==> config.mk <==
export PLATFORM = sky130hd
export DESIGN_NAME = gpio_register_block_edge_detect
export DESIGN_NICKNAME = d
export VERILOG_FILES = /design/src/hdl/gpio_ed_pkg.sv /design/src/hdl/gpio_register_block_edge_detect.sv /design/src/hdl/gpio_ed_regs.sv
export VERILOG_INCLUDE_DIRS = /design/src /design/src/hdl
export SDC_FILE = /design/constraint.sdc
export NUM_CORES = 1
export LEC_CHECK = 0
export BUFFER_PORTS_ARGS = -buffer_cell sky130_fd_sc_hd__buf_2
export CORE_ASPECT_RATIO = 1.4
export CORE_MARGIN = 3
export CORE_UTILIZATION = 40
export CTS_CLUSTER_DIAMETER = 30
export DETAILED_ROUTE_END_ITERATION = 8
export GPL_TIMING_DRIVEN = 1
export PLACE_DENSITY = 0.61
export SKIP_CTS_REPAIR_TIMING = 1
export SLEW_MARGIN = 5
export SYNTH_ARGS = -nofsm -noshare
export SYNTH_HDL_FRONTEND = slang
export SYNTH_SLANG_ARGS = --single-unit
==> constraint.sdc <==
create_clock -name clk -period 9.45 [get_ports clk]
set_clock_uncertainty 0.15 [all_clocks]
set_input_delay 1.89 -clock clk [delete_from_list [all_inputs] [get_ports clk]]
set_output_delay 1.89 -clock clk [all_outputs]
set_load 0.05 [all_outputs]
==> src/hdl/assert_macros.svh <==
// assertion macros shared by the gpio edge-detect register block
// no dependencies; included by files that carry concurrent assertions
`ifndef ASSERT_MACROS_SVH
`define ASSERT_MACROS_SVH

// property that must hold at every clock edge outside reset
`define ASSERT_ALWAYS(lbl, clk, rst_n, prop, msg) \
    lbl: assert property (@(posedge clk) disable iff (!rst_n) (prop)) else $error(msg);

// consequent must hold in the cycle after the antecedent
`define ASSERT_NEXT(lbl, clk, rst_n, ante, cons, msg) \
    lbl: assert property (@(posedge clk) disable iff (!rst_n) (ante) |=> (cons)) \
        else $error(msg);

`endif

==> src/hdl/gpio_ed_pkg.sv <==
// types, codes and constants of the gpio edge-detect register block
// no dependencies; used by gpio_ed_regs and the top level
package gpio_ed_pkg;

    localparam int DATA_W          = 32;
    localparam int OP_W            = 2;
    localparam int IDX_W           = 4;
    localparam int PIN_COUNT_DEF   = 32;
    localparam int PINS_PER_SELECT = 10;
    localparam int FSEL_W          = 3;
    localparam int FSEL_REGS       = 4;
    localparam int FSEL_SEL_W      = $clog2(FSEL_REGS);

    localparam logic [OP_W-1:0] OP_READ   = 2'd0;
    localparam logic [OP_W-1:0] OP_WRITE  = 2'd1;
    localparam logic [OP_W-1:0] OP_SAMPLE = 2'd2;

    localparam logic [IDX_W-1:0] REG_FSEL0 = 4'd0;
    localparam logic [IDX_W-1:0] REG_FSEL1 = 4'd1;
    localparam logic [IDX_W-1:0] REG_FSEL2 = 4'd2;
    localparam logic [IDX_W-1:0] REG_FSEL3 = 4'd3;
    localparam logic [IDX_W-1:0] REG_SET   = 4'd4;
    localparam logic [IDX_W-1:0] REG_CLR   = 4'd5;
    localparam logic [IDX_W-1:0] REG_LEV   = 4'd6;
    localparam logic [IDX_W-1:0] REG_EVT   = 4'd7;
    localparam logic [IDX_W-1:0] REG_RISE  = 4'd8;
    localparam logic [IDX_W-1:0] REG_FALL  = 4'd9;

    typedef struct packed {
        logic [OP_W-1:0]   op;
        logic [IDX_W-1:0]  idx;
        logic [DATA_W-1:0] data;
        logic [DATA_W-1:0] levels;
    } req_t;

    typedef struct packed {
        logic [DATA_W-1:0] rdata;
        logic [DATA_W-1:0] latch;
        logic              pending;
    } res_t;

endpackage

==> src/hdl/gpio_register_block_edge_detect.sv <==
// GPIO register block with edge detection, one bank of pins. Each request is a
// register read, a register write or a pin sample, and gives exactly one
// response carrying the read data, the output latch and an event-pending flag.
// One request is taken every cycle while the response side is not stalled; a
// request passes through the request register and then the response register,
// with the register update between them. Register state changes as a request
// leaves the request register, so back-to-back requests see each other's writes.
// Depends on gpio_ed_pkg, gpio_ed_regs and assert_macros.svh.
`include "assert_macros.svh"

module gpio_register_block_edge_detect #(
    parameter int PIN_COUNT = gpio_ed_pkg::PIN_COUNT_DEF
) (
    input  logic                                 clk,
    input  logic                                 rst_n,
    input  logic                                 in_valid,
    output logic                                 in_ready,
    input  logic [gpio_ed_pkg::OP_W-1:0]         operation,
    input  logic [gpio_ed_pkg::IDX_W-1:0]        reg_index,
    input  logic [gpio_ed_pkg::DATA_W-1:0]       write_data,
    input  logic [gpio_ed_pkg::DATA_W-1:0]       pin_levels,
    output logic                                 out_valid,
    input  logic                                 out_ready,
    output logic [gpio_ed_pkg::DATA_W-1:0]       read_data,
    output logic [gpio_ed_pkg::DATA_W-1:0]       output_latch,
    output logic                                 event_pending
);
    import gpio_ed_pkg::*;

    localparam logic [63:0]       MASK64   = (64'd1 << PIN_COUNT) - 64'd1;
    localparam logic [DATA_W-1:0] PIN_MASK = MASK64[DATA_W-1:0];

    logic s1_valid_reg, s1_valid_next;
    req_t s1_reg;
    logic s1_go;
    logic out_valid_reg, out_valid_next;
    res_t out_reg;
    res_t res;

    assign s1_go    = s1_valid_reg && (!out_valid_reg || out_ready);
    assign in_ready = !s1_valid_reg || s1_go;

    always_comb
    begin
        s1_valid_next = s1_valid_reg;
        if (in_ready)
        begin
            s1_valid_next = in_valid;
        end
        out_valid_next = out_valid_reg;
        if (s1_go)
        begin
            out_valid_next = 1'b1;
        end
        else if (out_ready)
        begin
            out_valid_next = 1'b0;
        end
    end

    always_ff @(posedge clk or negedge rst_n)
    begin
        if (!rst_n)
        begin
            s1_valid_reg  <= 1'b0;
            out_valid_reg <= 1'b0;
        end
        else
        begin
            s1_valid_reg  <= s1_valid_next;
            out_valid_reg <= out_valid_next;
        end
    end

    // request and response payload
    always_ff @(posedge clk)
    begin
        if (in_valid && in_ready)
        begin
            s1_reg.op     <= operation;
            s1_reg.idx    <= reg_index;
            s1_reg.data   <= write_data;
            s1_reg.levels <= pin_levels;
        end
        if (s1_go)
        begin
            out_reg <= res;
        end
    end

    gpio_ed_regs #(
        .PIN_COUNT (PIN_COUNT)
    ) u_regs (
        .clk    (clk),
        .rst_n  (rst_n),
        .commit (s1_go),
        .req    (s1_reg),
        .res    (res)
    );

    assign out_valid     = out_valid_reg;
    assign read_data     = out_reg.rdata;
    assign output_latch  = out_reg.latch;
    assign event_pending = out_reg.pending;

    `ASSERT_ALWAYS(a_ready_when_empty, clk, rst_n,
        out_valid_reg || in_ready, "request side stalled with empty response register")
    `ASSERT_ALWAYS(a_latch_in_range, clk, rst_n,
        !out_valid_reg || ((output_latch & ~PIN_MASK) == '0), "latch bit beyond pin count")
    `ASSERT_NEXT(a_set_takes, clk, rst_n,
        s1_go && s1_reg.op == OP_WRITE && s1_reg.idx == REG_SET,
        (output_latch & $past(s1_reg.data) & PIN_MASK) == ($past(s1_reg.data) & PIN_MASK),
        "set write did not reach the output latch")

endmodule

==> src/hdl/gpio_ed_regs.sv <==
// register file of the gpio edge-detect block: function select, output latch,
// edge enables, event status and last sampled levels; uses gpio_ed_pkg
module gpio_ed_regs #(
    parameter int PIN_COUNT = gpio_ed_pkg::PIN_COUNT_DEF
) (
    input  logic               clk,
    input  logic               rst_n,
    input  logic               commit,
    input  gpio_ed_pkg::req_t  req,
    output gpio_ed_pkg::res_t  res
);
    import gpio_ed_pkg::*;

    localparam logic [63:0]       MASK64   = (64'd1 << PIN_COUNT) - 64'd1;
    localparam logic [DATA_W-1:0] PIN_MASK = MASK64[DATA_W-1:0];

    logic [FSEL_W-1:0] func_reg  [PIN_COUNT];
    logic [FSEL_W-1:0] func_next [PIN_COUNT];
    logic [DATA_W-1:0] latch_reg, latch_next;
    logic [DATA_W-1:0] rise_reg, rise_next;
    logic [DATA_W-1:0] fall_reg, fall_next;
    logic [DATA_W-1:0] evt_reg, evt_next;
    logic [DATA_W-1:0] last_reg, last_next;
    logic [DATA_W-1:0] fsel_word [FSEL_REGS];
    logic [DATA_W-1:0] now_lev;
    logic [DATA_W-1:0] rises;
    logic [DATA_W-1:0] falls;
    logic [DATA_W-1:0] rdata;
    logic              wr;

    // packed view of the function-select fields
    always_comb
    begin
        int p;
        for (int r = 0; r < FSEL_REGS; r++)
        begin
            fsel_word[r] = '0;
            for (int k = 0; k < PINS_PER_SELECT; k++)
            begin
                p = r * PINS_PER_SELECT + k;
                if (p < PIN_COUNT)
                begin
                    fsel_word[r][k*FSEL_W +: FSEL_W] = func_reg[p];
                end
            end
        end
    end

    assign wr      = (req.op == OP_WRITE);
    assign now_lev = req.levels & PIN_MASK;
    assign rises   = now_lev & ~last_reg;
    assign falls   = ~now_lev & last_reg;

    always_comb
    begin
        for (int p = 0; p < PIN_COUNT; p++)
        begin
            func_next[p] = func_reg[p];
            if (wr && req.idx == REG_FSEL0 + IDX_W'(p / PINS_PER_SELECT))
            begin
                func_next[p] = req.data[(p % PINS_PER_SELECT)*FSEL_W +: FSEL_W];
            end
        end
    end

    always_comb
    begin
        latch_next = latch_reg;
        rise_next  = rise_reg;
        fall_next  = fall_reg;
        evt_next   = evt_reg;
        last_next  = last_reg;
        if (wr)
        begin
            unique case (req.idx)
                REG_SET:  latch_next = (latch_reg | req.data) & PIN_MASK;
                REG_CLR:  latch_next = latch_reg & ~req.data & PIN_MASK;
                REG_EVT:  evt_next   = evt_reg & ~req.data & PIN_MASK;
                REG_RISE: rise_next  = req.data & PIN_MASK;
                REG_FALL: fall_next  = req.data & PIN_MASK;
                default:  ;
            endcase
        end
        else if (req.op == OP_SAMPLE)
        begin
            evt_next  = (evt_reg | (rises & rise_reg) | (falls & fall_reg)) & PIN_MASK;
            last_next = now_lev;
        end
    end

    always_comb
    begin
        rdata = '0;
        if (req.op == OP_READ)
        begin
            unique case (req.idx) inside
                REG_FSEL0, REG_FSEL1, REG_FSEL2, REG_FSEL3:
                    rdata = fsel_word[req.idx[FSEL_SEL_W-1:0]];
                REG_LEV:  rdata = last_reg;
                REG_EVT:  rdata = evt_reg;
                REG_RISE: rdata = rise_reg;
                REG_FALL: rdata = fall_reg;
                default:  rdata = '0;
            endcase
        end
    end

    assign res.rdata   = rdata;
    assign res.latch   = latch_next;
    assign res.pending = |evt_next;

    always_ff @(posedge clk or negedge rst_n)
    begin
        if (!rst_n)
        begin
            for (int p = 0; p < PIN_COUNT; p++)
            begin
                func_reg[p] <= '0;
            end
            latch_reg <= '0;
            rise_reg  <= '0;
            fall_reg  <= '0;
            evt_reg   <= '0;
            last_reg  <= '0;
        end
        else if (commit)
        begin
            for (int p = 0; p < PIN_COUNT; p++)
            begin
                func_reg[p] <= func_next[p];
            end
            latch_reg <= latch_next;
            rise_reg  <= rise_next;
            fall_reg  <= fall_next;
            evt_reg   <= evt_next;
            last_reg  <= last_next;
        end
    end

endmodule
==> results.md, run 1 <==
* Vias at 11.5k
* Unique masters post-synth at 42
* Clk pwr share at 0.457
* Unrepaired setup endpoints after global routing: false
* Critical Path Sink Type: flop
* Nets@finish at 1,542
* Cells along the critical path: buf_2, nand2b_1, nand2_2, buf_4, inv_4, nand3_1, nor2_2, buf_4, mux2_2
* Final hold violations at 0
* Required @ worst endpoint at 9.77 ns
* Depth of the worst register-to-register path at 7
* First-pass GRT wire length at 70,500 um
* Fillcell total at 3,703
* Share of post-route cells with drive strength above 1 at 0.327
* Sw Share at 0.281
* Yosys top cell area share at 0.382
* Mapped Avg Cell Area at 12.8 um^2
* Slowest cell on the critical path: nor2_2
* CTS Buffer Depth at 3
* Vias in the first global route at 12.0k
* Die area at 44,700 um^2
* Most used cell, CP: buf_4
* Async SR Flop Fraction at 0.656
* WS Path Type: in -> reg
* Max FFs per register at 96
* Starting Density at 0.408
* Root Buffer: clkbuf_16
* Number of setup violations in the final report at 0
* Multi-input combinational cell area at 5960 um^2
* CTS Buf Count at 70
* Flip-flop and latch count after synthesis at 393
* Net switching power at 0.00153 W
* DR WL/cell at 21.9 um
* CTS Sinks at 393
* Global Route Usage Sum at 0.202
* Internal at 0.00392 W
* Synthesis warning total at 0
* # DRC at 0
* Initial antenna violation count at 0
* Port Buffers at 140
* Initial drt markers at 829
* Avg Vias per Cell at 5.58
* Max IR drop VDD at 160 uV
* P_leak at 8.71 nW
* Largest net degree at the start of global routing at 172
* Cell area power density at 266 nW/um^2
* CP Launch Type: input port
* Total gr overflow at 0
* IO Pins at 141
* Post-Route WL at 45,200 um
* Net Count, Synth at 1,393
* Synthesized netlist cell count at 1,319
* Top-count cell post-synth: dfrtp_1
* # rows at 88
* Syn-to-layout area delta at 21.5%
* Clk slew on worst S/H paths at 0.05 ns
* Register area share after synthesis at 0.622
* Commonest cells in the netlist: 258 x dfrtp_1, 213 x nand2_1, 192 x mux2_2, 135 x edfxtp_1, 86 x o21ai_0
* Worst-path maximum fanout at 78
* Crit-path max cell delay at 0.83 ns
* Hpwl dp at 27,400 um
* Setup TNS at 0 ns
* Core Box Area at 41,400 um^2
* Clock latency on the worst-skew pair at 0.59 ns
* ANT cells at 0
* Status: completed
* DRT Pass-1 Iters at 5
* H-tree levels at 3
* Post-synth EDFFs at 135
* WHS Path Cells at 2
* Main flop type after synthesis: dfrtp_1
* Sequential Power Share at 0.411
* Die Span Y at 249 um
* Worst Path Arrival at 5.30 ns
* Part of the cycle the worst path needs at 0.527
* Placer Congestion at 0.806
* Final Critical Period at 4.98 ns
* Gate power share at 0.131
* Largest cells by area after synthesis: dfrtp_1 38%, edfxtp_1 24%, mux2_2 13%
* Measured slew at the worst slew-check pin at 1.19 ns
* Core Util, Final at 0.495
* Max-slew headroom at 0.201
* FF/Latch Area at 10,500 um^2
* CTS tree: yes
* # Max-Cap Violations at 0
* Yosys top cell by area: dfrtp_1
* Final antenna-violating net count at 0
* Worst min-delay path class: reg -> reg
* Die W at 180 um
* Slew Viols, Final at 0
* Post-synthesis cell area at 16,900 um^2
* Highest clock rate at 201 MHz
[power groups by stage]
stage               logic, W  clock network [W]  registers (W)
finish              0.000714            0.00249        0.00224
global route        0.000782            0.00262        0.00227
CTS                 0.000721            0.00254        0.00224
detailed placement  0.000719                  0        0.00227
global placement    0.000698                  0        0.00225
floorplan           0.000408                  0        0.00233
[area by class of cell]
type,count,share of cell area
repair buffers,162,0.0433
well taps,540,0.0329
clock inverters,45,0.0214
inverters,25,0.00470
multi-input cells,816,0.291
flip-flops and latches,393,0.512
clock buffers,84,0.0945
[layout by cell type, fill, tap and decap left out, types with 5 or more instances in the layout]
master and n:
inv_6 15, dfrtp_1 258, clkbuf_16 73, nand2_1 212, buf_2 139, clkinv_2 8, nor3_1 7, a22o_1 35
a21oi_1 24, mux2i_1 26, nor2_1 7, a311o_1 5, edfxtp_1 135, mux2_2 192, clkbuf_8 7, a311oi_1 9
buf_4 21, mux4_2 6, inv_1 22, a22oi_1 57, clkinv_4 5, mux2_1 7, nand3b_1 29, nand2b_1 8
a31oi_1 49, o21ai_0 86, a41oi_1 16, nand4_1 6, and3b_1 5, clkinvlp_4 5, inv_8 5
[layer usage]
| layer | part of all wire | up-vias | GRT usage |
|---|---|---|---|
| met5 | 0 | - | 0 |
| met4 | 0.035 | 0 | 0.0902 |
| met3 | 0.054 | 96 | 0.0383 |
| met2 | 0.51 | 368 | 0.347 |
| met1 | 0.40 | 5831 | 0.247 |
| li1 | - | 5221 | - |
[worst paths after layout]
check                                      from              endpoint  slack (ns)
setup / recovery                      out_ready  u_regs.fsel_word[52]        4.47
hold / removal             u_regs.latch_reg[25]  u_regs.latch_reg[25]        0.32
setup reg to reg                     s1_reg[68]  u_regs.fsel_word[52]        5.20
hold reg to reg            u_regs.latch_reg[25]  u_regs.latch_reg[25]        0.32
max in group asynchronous                 rst_n  u_regs.latch_reg[19]        6.55
min in group asynchronous                 rst_n          s1_valid_reg        1.17
[cell families (layout without fill, tap and decap cells)]
logic type      Yosys count  count (layout)  synth area share
flops                   393             393             0.622
mux                     231             231             0.156
simple gates            299             299            0.0809
compound gates          286             286             0.112
buf+inv                 110             316            0.0279
[critical path, delay by kind of cell]
family,cells,cell delay [ns]
mux,1,0.38
simple gates,4,1.36
buf+inv,4,1.53
[stage by stage]
stage                     setup slack (ns)  cell area (um^2)  hold WS (ns)  cells  total power (W)
after detailed placement              3.84             18100         0.313   1936          0.00298
after global routing                  4.28             20500         0.351   2065          0.00567
after CTS                             4.47             20500         0.325   2065          0.00550
after floorplan                       4.33             16900         0.296   1319          0.00274
final                                 4.47             20500         0.322   2065          0.00545
after global placement                3.91             18100         0.308   1936          0.00295
(Power assumes the default switching activity.)
==> run 2: changes to the inputs <==
- clock period: 9.45 -> 4.6 ns (I/O delays scaled with it)
==> run 2 against run 1 <==
  * Sequential share of layout area down 0.90 points
  * Clock power up 120%
  * Clock-buffer cell count up 12
  * Hold slack worse by 0.067 ns
  * Register-to-register slack worse by 3.9 ns
  * Cell count up 1.4%
  * Global-route usage up 0.74 points
  * Power up 110%
  * Combinational power up 110%
  * Worst setup slack worse by 3.1 ns
  * Critical path depth down 2
  * Die area unchanged
  * Critical endpoint is now event_pending
==> results.md, run 2 (synthesis results as in run 1) <==
* Status: completed
* CTS Buffer Depth at 3 (unchanged)
* Net switching power at 0.00318 W (+110%)
* Worst-path maximum fanout at 24 (-69%)
* Max IR drop VDD at 373 uV (+130%)
* Core Util, Final at 0.504 (+0.00886)
* Post-route cell area at 20,900 um^2 (+1.8%)
* Clk slew on worst S/H paths at 0.05 ns (about the same)
* CP Launch Type: flop
* # DRC at 0 (unchanged)
* Slew Viols, Final at 0 (unchanged)
* Largest net degree at the start of global routing at 109 (-37%)
* Syn-to-layout area delta at 23.7%
* Commonest non-fill, non-tap cell in the layout: dfrtp_1
* CTS Sinks at 393 (unchanged)
* Part of the cycle the worst path needs at 0.711
* CTS tree: yes
* Slowest cell on the critical path: and4b_2
* IO Pins at 141 (unchanged)
* Vias in the first global route at 12.3k (+2.9%)
* Max-slew headroom at 0.271 (+0.0696)
* H-tree levels at 3 (unchanged)
* Share of post-route cells with drive strength above 1 at 0.333 (+0.00548)
* Hpwl dp at 28,600 um (+4.6%)
* Unrepaired setup endpoints after global routing: false
* Sw Share at 0.272 (-0.00807)
* Global Route Usage Sum at 0.209 (+0.00739)
* Clock latency on the worst-skew pair at 0.59 ns (about the same)
* Die area at 44,700 um^2 (unchanged)
* Die W at 180 um (unchanged)
* Final antenna-violating net count at 0 (unchanged)
* Number of setup violations in the final report at 0 (unchanged)
* DRT Pass-1 Iters at 5 (unchanged)
* Placed insts at 1,951 (+0.77%)
* CTS Buf Count at 77 (+10%)
* Max FFs per register at 96 (unchanged)
* # Max-Cap Violations at 0 (unchanged)
* Measured slew at the worst slew-check pin at 1.09 ns (-0.0991 ns)
* Post-Route WL at 46,600 um (+3.2%)
* Fillcell total at 3,680 (-0.62%)
* Highest clock rate at 306 MHz
* ANT cells at 0 (unchanged)
* Setup TNS at 0 ns (unchanged)
* Pre-CTS setup slack at 1.21 ns (-2.63 ns)
* Gate power share at 0.126 (-0.005)
* Internal at 0.00849 W (+120%)
* Critical Path Sink Type: flop
* Setup ws final at 1.33 ns (-3.14 ns)
* Worst min-delay path class: in -> async
* Initial drt markers at 783 (-5.5%)
* Core Box Area at 41,400 um^2 (unchanged)
* Port Buffers at 140 (unchanged)
* Final hold violations at 0 (unchanged)
* P_leak at 8.90 nW (+2.3%)
* Die Span Y at 249 um (unchanged)
* Nets@finish at 1,564 (+1.4%)
* Placed cell area at 18,300 um^2 (+0.68%)
* Required @ worst endpoint at 4.76 ns (-5.01 ns)
* Clk pwr share at 0.479 (+0.022)
* Worst Path Arrival at 3.43 ns (-1.87 ns)
* First-pass GRT wire length at 72,800 um (+3.3%)
* Cells along the critical path: and4b_2, buf_4, a41oi_1, a31oi_1, nand4_1, nor4_1, nand4_1
* Total gr overflow at 0 (unchanged)
* Starting Density at 0.408 (unchanged)
* WS Path Type: reg -> reg
* Placer Congestion at 0.805 (about the same)
* Avg Vias per Cell at 5.55 (-0.45%)
* Layout Cells excl Fill at 2,094 (+1.4%)
* Crit-path max cell delay at 0.73 ns (-0.10 ns)
* Root Buffer: clkbuf_16
* Initial antenna violation count at 0 (unchanged)
* Most used cell, CP: nand4_1
* Sequential Power Share at 0.395 (-0.016)
* # rows at 88 (unchanged)
* Reg2reg setup slack at 1.33 ns (-3.87 ns)
* DR WL/cell at 22.3 um (+1.7%)
* Most frequent cells in the layout: 258 x dfrtp_1, 212 x nand2_1, 192 x mux2_2
* Vias at 11.6k (+0.95%)
* Final Critical Period at 3.27 ns
* Cell area power density at 559 nW/um^2 (+110%)
==> run 2: changes by cell type in the layout (fill, tap and decap cells not counted), sizes merged <==
cell / change
clkbuf: +12
clkinv: +8
bufinv: +3
clkinvlp: +1
buf: +15
inv: -10
==> run 2: routing by layer <==
layer | global-route usage | up-vias | part of all wire | wire length, um
met2 | 0.372 | 341 | 0.52 | 24400
li1 | - | 5270 | - | -
met5 | 0 | - | 0 | 0
met3 | 0.0387 | 84 | 0.045 | 2100
met1 | 0.248 | 5930 | 0.40 | 18600
met4 | 0.0871 | 0 | 0.031 | 1460
==> run 2: area by class of cell <==
class	instances	area, um^2	area share
Timing Repair Buffer	177	1030	0.0491
Clock inverter	47	477	0.0228
Tap cell	540	676	0.0324
Sequential cell	393	10500	0.503
Clock buffer	96	2140	0.103
Inverter	25	96.3	0.00461
Multi-Input combinational cell	816	5950	0.285
==> run 2: power by group through the flow <==
stage	clock network [W]	registers, W	logic (W)
after global placement	0	0.00464	0.00144
final	0.00559	0.00461	0.00147
after CTS	0.00567	0.00461	0.00149
after floorplan	0	0.00479	0.000839
after detailed placement	0	0.00466	0.00148
after global routing	0.00587	0.00468	0.00161
==> run 2: worst max-delay path: cells and delay by family (launching register included) <==
kind,cells,cell delay [ns]
buffers and inverters,1,0.35
AND/OR/NAND/NOR,4,1.20
flip-flops,1,0.59
AO/OA/AOI/OAI,2,0.68
==> run 2: final timing paths <==
path / start / end / depth (start not counted)
min: rst_n / u_regs.fall_reg[3] / 1
max reg2reg: s1_reg[66] / event_pending / 7
min in group clk: u_regs.latch_reg[26] / u_regs.latch_reg[26] / 2
max in group asynchronous: rst_n / u_regs.fsel_word[33] / 2
max: s1_reg[66] / event_pending / 7
min reg2reg: u_regs.latch_reg[26] / u_regs.latch_reg[26] / 2
==> run 2: stage by stage <==
| step | total power, W | hold slack (ns) |
|---|---|---|
| after detailed placement | 0.00614 | 0.313 |
| after CTS | 0.0118 | 0.300 |
| after floorplan | 0.00563 | 0.296 |
| final | 0.0117 | 0.254 |
| after global routing | 0.0122 | 0.323 |
| after global placement | 0.00608 | 0.308 |
